==> src/hdl/rrce_pkg.sv <==
package rrce_pkg;

   // request codes
   localparam logic [1:0] REQ_LOAD   = 2'd0;
   localparam logic [1:0] REQ_APPEND = 2'd1;
   localparam logic [1:0] REQ_TICK   = 2'd2;

   // event codes on the response channel
   localparam logic [2:0] EV_LOADED  = 3'd0;
   localparam logic [2:0] EV_REJECT  = 3'd1;
   localparam logic [2:0] EV_RAN     = 3'd2;
   localparam logic [2:0] EV_PREEMPT = 3'd3;
   localparam logic [2:0] EV_FINISH  = 3'd4;
   localparam logic [2:0] EV_IDLE    = 3'd5;

   // opcodes
   localparam logic [2:0] OP_NOP       = 3'd0;
   localparam logic [2:0] OP_ADD_AX_BX = 3'd1;
   localparam logic [2:0] OP_INC_AX    = 3'd2;
   localparam logic [2:0] OP_SUB_CX_1  = 3'd3;

   // fixed field widths
   localparam int START_PC_W = 7;

   // commands from the controller to the datapath
   typedef struct packed {
      logic       latch_req;
      logic       emit;
      logic [2:0] emit_ev;
      logic       load_wr;
      logic       app_rd;
      logic       app_wr;
      logic       ring_rd;
      logic       ctx_rd;
      logic       drop;
      logic       op_rd;
      logic       exec;
   } rrce_cmd_type;

   // status from the datapath to the controller
   typedef struct packed {
      logic [1:0] req_type;
      logic       store_full;
      logic       no_ctx;
      logic       ring_empty;
      logic       prog_full;
      logic       ctx_done;
      logic       out_free;
   } rrce_sts_type;

endpackage

==> src/hdl/rrce_ctrl.sv <==
module rrce_ctrl (
   input  logic                  clock,
   input  logic                  reset,
   input  logic                  req_valid,
   output logic                  req_ready,
   input  rrce_pkg::rrce_sts_type sts,
   output rrce_pkg::rrce_cmd_type cmd
);

   import rrce_pkg::*;

   typedef enum logic [2:0] {
      S_IDLE,
      S_DECODE,
      S_APP_CHK,
      S_T_SLOT,
      S_T_CHK,
      S_T_EXEC
   } state_type;

   state_type state_ff;
   state_type state_in;

   // next state and commands
   always_comb begin
      state_in  = state_ff;
      cmd       = '0;
      req_ready = 1'b0;
      case (state_ff)
         S_IDLE: begin
            req_ready = 1'b1;
            if (req_valid) begin
               cmd.latch_req = 1'b1;
               state_in      = S_DECODE;
            end
         end
         S_DECODE: begin
            case (sts.req_type)
               REQ_LOAD: begin
                  if (sts.out_free) begin
                     cmd.emit = 1'b1;
                     if (sts.store_full) begin
                        cmd.emit_ev = EV_REJECT;
                     end else begin
                        cmd.emit_ev = EV_LOADED;
                        cmd.load_wr = 1'b1;
                     end
                     state_in = S_IDLE;
                  end
               end
               REQ_APPEND: begin
                  if (sts.no_ctx) begin
                     if (sts.out_free) begin
                        cmd.emit    = 1'b1;
                        cmd.emit_ev = EV_REJECT;
                        state_in    = S_IDLE;
                     end
                  end else begin
                     cmd.app_rd = 1'b1;
                     state_in   = S_APP_CHK;
                  end
               end
               REQ_TICK: begin
                  if (sts.ring_empty) begin
                     if (sts.out_free) begin
                        cmd.emit    = 1'b1;
                        cmd.emit_ev = EV_IDLE;
                        state_in    = S_IDLE;
                     end
                  end else begin
                     cmd.ring_rd = 1'b1;
                     state_in    = S_T_SLOT;
                  end
               end
               default: begin
                  if (sts.out_free) begin
                     cmd.emit    = 1'b1;
                     cmd.emit_ev = EV_IDLE;
                     state_in    = S_IDLE;
                  end
               end
            endcase
         end
         S_APP_CHK: begin
            if (sts.out_free) begin
               cmd.emit = 1'b1;
               if (sts.prog_full) begin
                  cmd.emit_ev = EV_REJECT;
               end else begin
                  cmd.emit_ev = EV_LOADED;
                  cmd.app_wr  = 1'b1;
               end
               state_in = S_IDLE;
            end
         end
         S_T_SLOT: begin
            cmd.ctx_rd = 1'b1;
            state_in   = S_T_CHK;
         end
         S_T_CHK: begin
            // finished contexts at the front are dropped, then the ring is checked again
            if (sts.ctx_done) begin
               cmd.drop = 1'b1;
               state_in = S_DECODE;
            end else begin
               cmd.op_rd = 1'b1;
               state_in  = S_T_EXEC;
            end
         end
         S_T_EXEC: begin
            if (sts.out_free) begin
               cmd.exec = 1'b1;
               cmd.emit = 1'b1;
               state_in = S_IDLE;
            end
         end
         default: begin
            state_in = S_IDLE;
         end
      endcase
   end

   // state register
   always_ff @(posedge clock) begin
      if (reset) begin
         state_ff <= S_IDLE;
      end else begin
         state_ff <= state_in;
      end
   end

endmodule

==> config.mk <==
export PLATFORM = sky130hd
export DESIGN_NAME = rrce_ctrl
export DESIGN_NICKNAME = d
export VERILOG_FILES = /design/src/hdl/rrce_pkg.sv /design/src/hdl/rrce_ctrl.sv
export SDC_FILE = /design/constraint.sdc
export NUM_CORES = 1
export LEC_CHECK = 0
export BUFFER_PORTS_ARGS = -buffer_cell sky130_fd_sc_hd__buf_2
export CAP_MARGIN = 20
export CORE_AREA = 2 2 39 41
export CTS_CLUSTER_SIZE = 20
export DETAILED_ROUTE_END_ITERATION = 16
export DIE_AREA = 0 0 41 43
export PLACE_DENSITY_LB_ADDON = 0.1
export SYNTH_ARGS = -nofsm -noshare
export SYNTH_HDL_FRONTEND = slang
export SYNTH_SLANG_ARGS = --single-unit
==> constraint.sdc <==
create_clock -name clock -period 2.1 [get_ports clock]
set_input_delay 0.21 -clock clock [delete_from_list [all_inputs] [get_ports clock]]
set_output_delay 0.21 -clock clock [all_outputs]
set_load 0.01 [all_outputs]
# Word level (Yosys, flattened, before mapping)

Index checks and enable logic that the tools add are counted.

Flip-flop bits (word level): 3
Bits of input ports: 11
Output and inout bits: 14
Word-level logic and storage cells: 50

Eq/ne operators: 8
Multiplexer cells: 38
Reduce and logical (&&, ||, !) cells: 3

Operators by type and width:

| cell                                                            | count |
|---|---|
| 1-bit two-way mux                                               | 20 |
| 4-bit two-way mux                                               | 5 |
| 3-bit two-way mux                                               | 5 |
| 3-bit case mux with 5 select lines                              | 1 |
| 3-bit case mux with 2 select lines                              | 2 |
| 4-bit case mux with 3 select lines                              | 1 |
| 3-bit by 2-bit == test with 1-bit output, second input constant | 2 |
| 3-bit == test, second input constant                            | 2 |
| 5-bit two-way mux                                               | 1 |
| 2-bit two-way mux                                               | 2 |
| 3-bit by 1-bit == test with 1-bit output, second input constant | 1 |
| 3-bit zero test                                                 | 1 |
| 1-bit case mux with 3 select lines                              | 1 |
| 2-bit by 1-bit == test with 1-bit output, second input constant | 1 |
| 2-bit == test, second input constant                            | 1 |
| 2-bit zero test                                                 | 1 |
| 2-bit != test, second input constant                            | 1 |
| 2-bit OR reduction                                              | 1 |

# Depth between registers and ports, before layout

Word-level depth: 4
Gate-level depth with buffers: 5
Depth with buffers taken out: 5

# Worst setup path before layout

Ideal clock, no wire load.

Path type: register to output
Start point: register state_ff[0]
End point: output cmd[8] (netlist bit)
Data arrival time: 1.307 ns
Required time: 1.890 ns
Path slack: 0.583 ns
Stages on the path, launching flop included: 5
Buffers on the path: 1
Cells stage by stage: dfxtp_1 -> buf_4 -> or3b_1 -> a31o_2 -> a21boi_0

RTL lines:

| item                   | RTL line         | text |
|---|---|---|
| from (decl)            | rrce_ctrl.sv:21  | `state_type state_ff;` |
| from (signal assigned) | rrce_ctrl.sv:128 | `state_ff <= state_in;` |
| to (decl)              | rrce_ctrl.sv:7   | `output rrce_pkg::rrce_cmd_type cmd` |

==> impl_metrics.prom <==
# TYPE chip_impl_metric gauge
chip_impl_info{name="regMostFlops",value="state_ff"} 1
chip_impl_metric{name="dp_cells",unit=""} 93
chip_impl_metric{name="flow.area_growth_from_synthesis",unit="%"} 31.8
chip_impl_metric{name="post-route-drc-count",unit=""} 0
chip_impl_metric{name="leakage",unit="nW"} 0.293
chip_impl_metric{name="fin_tns_setup",unit="ns"} 0
chip_impl_metric{name="cts-hold-fix-buffers",unit=""} 0
chip_impl_metric{name="grt_start_max_net_pins",unit=""} 15
chip_impl_info{name="min_path_type",value="in2reg"} 1
chip_impl_metric{name="syn_nets",unit=""} 73
chip_impl_info{name="timing.critical_path.from_type",value="flop"} 1
chip_impl_metric{name="finalClockSkew",unit="ns"} 0.00250
chip_impl_metric{name="maxCapViolCount",unit=""} 0
chip_impl_metric{name="timing.critical_path.required",unit="ns"} 1.89
chip_impl_metric{name="clock_insertion_delay_worst_skew",unit="ns"} 0.23
chip_impl_metric{name="die-width",unit="µm"} 41
chip_impl_metric{name="floorplan.die.height",unit="µm"} 43
chip_impl_info{name="status",value="finished clean"} 1
chip_impl_metric{name="max-clock-path-buffers",unit=""} 2
chip_impl_metric{name="final_report_max_slew_violation_count",unit=""} 0
chip_impl_info{name="tritoncts",value="built"} 1
chip_impl_metric{name="layout.filler_cells",unit=""} 155
chip_impl_metric{name="vias",unit=""} 475
chip_impl_metric{name="synth-seq-cells",unit=""} 3
chip_impl_metric{name="routedWlPerCell",unit="µm"} 10.1
chip_impl_info{name="endpoint_kind",value="primary output"} 1
chip_impl_metric{name="finish.cell_count_without_fillers",unit=""} 97
chip_impl_info{name="most-common-layout-cells",value="buf_2, inv_1"} 1
chip_impl_metric{name="fp.coreArea",unit="µm²"} 1380
chip_impl_metric{name="power.ir.vdd_worst",unit="mV"} 0.244
chip_impl_metric{name="hold_viol_final",unit=""} 0
chip_impl_metric{name="mapped_cells",unit=""} 58
chip_impl_metric{name="synth.cell_area",unit="µm²"} 429
chip_impl_info{name="grt_setup_unrepaired",value="no"} 1
chip_impl_metric{name="finalCritPeriodShare",unit=""} 0.887
chip_impl_metric{name="initial_antenna_violation_count",unit=""} 0
chip_impl_info{name="cts_root_buf",value="clkbuf_4"} 1
chip_impl_metric{name="p_sw",unit="mW"} 0.0656
chip_impl_metric{name="cts_max_level",unit=""} 1
chip_impl_metric{name="final_area",unit="µm²"} 566
chip_impl_metric{name="finalSetupViolCount",unit=""} 0
chip_impl_metric{name="largest_register_ff_count",unit=""} 3
chip_impl_metric{name="first_global_vias",unit=""} 383
chip_impl_metric{name="start_util",unit=""} 0.310
chip_impl_info{name="r2r-start",value="state_ff[0]$_SDFFE_PP0P_"} 1
chip_impl_metric{name="power_frac_comb",unit=""} 0.287
chip_impl_metric{name="gr-total-overflow",unit=""} 0
chip_impl_metric{name="finalNetCount",unit=""} 97
chip_impl_metric{name="final_core_utilization",unit=""} 0.409
chip_impl_metric{name="worst_setup_hold_path_clk_slew",unit="ns"} 0.04
chip_impl_metric{name="detail_placement_hpwl",unit="µm"} 783
chip_impl_metric{name="ys.warnings.count",unit=""} 0
chip_impl_metric{name="detail-route-antenna-nets",unit=""} 0
chip_impl_metric{name="fp.dieArea",unit="µm²"} 1760
chip_impl_metric{name="sw_frac_of_total",unit=""} 0.288
chip_impl_metric{name="port_buffers",unit=""} 23
chip_impl_metric{name="yosysSeqAreaShare",unit=""} 0.140
chip_impl_metric{name="routed_via_density",unit=""} 4.90
chip_impl_metric{name="worst-endpoint-arrival",unit="ns"} 1.65
chip_impl_metric{name="grt_first_pass_wirelength",unit="µm"} 1480
chip_impl_metric{name="pin_count",unit=""} 25
chip_impl_metric{name="dr.first_iter.drc_count",unit=""} 4
chip_impl_metric{name="cts_num_sinks",unit=""} 3
chip_impl_metric{name="cp_max_fo",unit=""} 10
chip_impl_metric{name="seq_power_share",unit=""} 0.283
chip_impl_info{name="final_common_cell",value="buf_2"} 1
chip_impl_metric{name="synth_area_per_cell",unit="µm²"} 7.40
chip_impl_metric{name="postRouteWirelength",unit="µm"} 976
chip_impl_metric{name="postCtsSetupBuffers",unit=""} 0
chip_impl_metric{name="cts_inserted_buffers",unit=""} 3
chip_impl_metric{name="maximum_frequency_from_static_timing_analysis",unit="MHz"} 537
chip_impl_info{name="critPathKind",value="reg2out"} 1
chip_impl_metric{name="r2r_slack",unit="ns"} 0.66
chip_impl_info{name="top_regs",value="state_ff x3"} 1
chip_impl_metric{name="clockPowerShare",unit=""} 0.431
chip_impl_metric{name="antennaDiodeCount",unit=""} 0
chip_impl_metric{name="drive_gt1_frac",unit=""} 0.370
chip_impl_metric{name="p_int",unit="mW"} 0.162
chip_impl_metric{name="power_per_cell_area",unit="nW/µm²"} 403
chip_impl_metric{name="gpl.final_weighted_congestion",unit=""} 0.719
chip_impl_metric{name="netlist-cell-type-count",unit=""} 29
chip_impl_metric{name="cts_resized",unit=""} 0
chip_impl_metric{name="drtPass1Iterations",unit=""} 4
chip_impl_metric{name="whs",unit="ns"} 0.297
chip_impl_metric{name="core.rowCount",unit=""} 14
chip_impl_metric{name="timing.final.crit_period",unit="ns"} 1.86
chip_impl_info{name="cp-startpoint",value="state_ff[0]$_SDFFE_PP0P_"} 1
chip_impl_metric{name="dpl_cell_area",unit="µm²"} 539
chip_impl_info{name="timing.hold.worst.start",value="sts[1]"} 1
chip_impl_metric{name="globalRouteTotalUtil",unit=""} 0.121
cells by family (layout without fill, tap and decap cells):
family	Yosys count	after routing	synth area share
compound gates	13	13	0.227
fa+ha+maj	4	4	0.117
buf+inv	9	32	0.102
flops	3	3	0.140
other cells	1	1	0.00874
simple gates	28	28	0.405
power groups by stage:
| stage | logic (mW) | clock network (mW) | registers (mW) |
|---|---|---|---|
| final | 0.0654 | 0.0982 | 0.0644 |
| after floorplan | 0.0473 | 0 | 0.0607 |
| after CTS | 0.0664 | 0.103 | 0.0643 |
| after global routing | 0.0740 | 0.107 | 0.0652 |
| after global placement | 0.0665 | 0 | 0.0649 |
| after detailed placement | 0.0660 | 0 | 0.0652 |
final timing paths:
check	to	cells after the start
setup / recovery	cmd[8]	4
setup reg to reg	state_ff[0]$_SDFFE_PP0P_	3
hold / removal	state_ff[2]$_SDFFE_PP0P_	3
hold reg to reg	state_ff[2]$_SDFFE_PP0P_	2
layout make-up:
type / instances / area, µm² / area share
Sequential cell: 3 / 60.1 / 0.106
Tap cell: 16 / 20.0 / 0.0354
Clock buffer: 4 / 26.3 / 0.0465
Timing Repair Buffer: 23 / 115 / 0.204
Multi-Input combinational cell: 46 / 325 / 0.575
Inverter: 5 / 18.8 / 0.0332
synth_stat cells:
master    n  area share
a21boi_0  1       0.017
a21oi_1   3       0.035
a21oi_2   1       0.020
a221o_1   1       0.023
a311o_1   1       0.023
a311oi_1  1       0.020
a31o_2    2       0.041
and2_1    3       0.044
and3_1    1       0.015
and3b_1   1       0.020
and4b_2   1       0.026
buf_2     2       0.023
buf_4     2       0.035
conb_1    1      0.0087
dfxtp_1   3        0.14
ha_1      4        0.12
inv_1     5       0.044
nand2_1   4       0.035
nand2b_1  2       0.029
nand3b_1  1       0.017
nor2_1    4       0.035
nor2b_1   3       0.044
nor3_1    2       0.023
nor3b_1   4       0.070
o211ai_1  1       0.017
o21a_1    1       0.017
o21ai_0   1       0.012
or3b_1    1       0.020
or4bb_1   1       0.026
layer usage:
layer	track usage	share of wire
met1	0.141	0.45
met2	0.203	0.49
met3	0.0314	0.057
met4	0.0400	0
met5	0	0
critical path, stage by stage, from the launching register on:
cell and delay, ns:
dfxtp_1 0.48, or3b_1 0.43, a31o_2 0.23, a21boi_0 0.14, buf_2 0.15
through the flow:
step	worst slack [ns]	total power [mW]
2_1_floorplan	0.583	0.108
3_3_place_gp	0.504	0.131
3_5_place_dp	0.481	0.131
4_1_cts	0.221	0.234
5_1_grt	0.139	0.246
6_report	0.238	0.228
(Power assumes the default switching activity.)
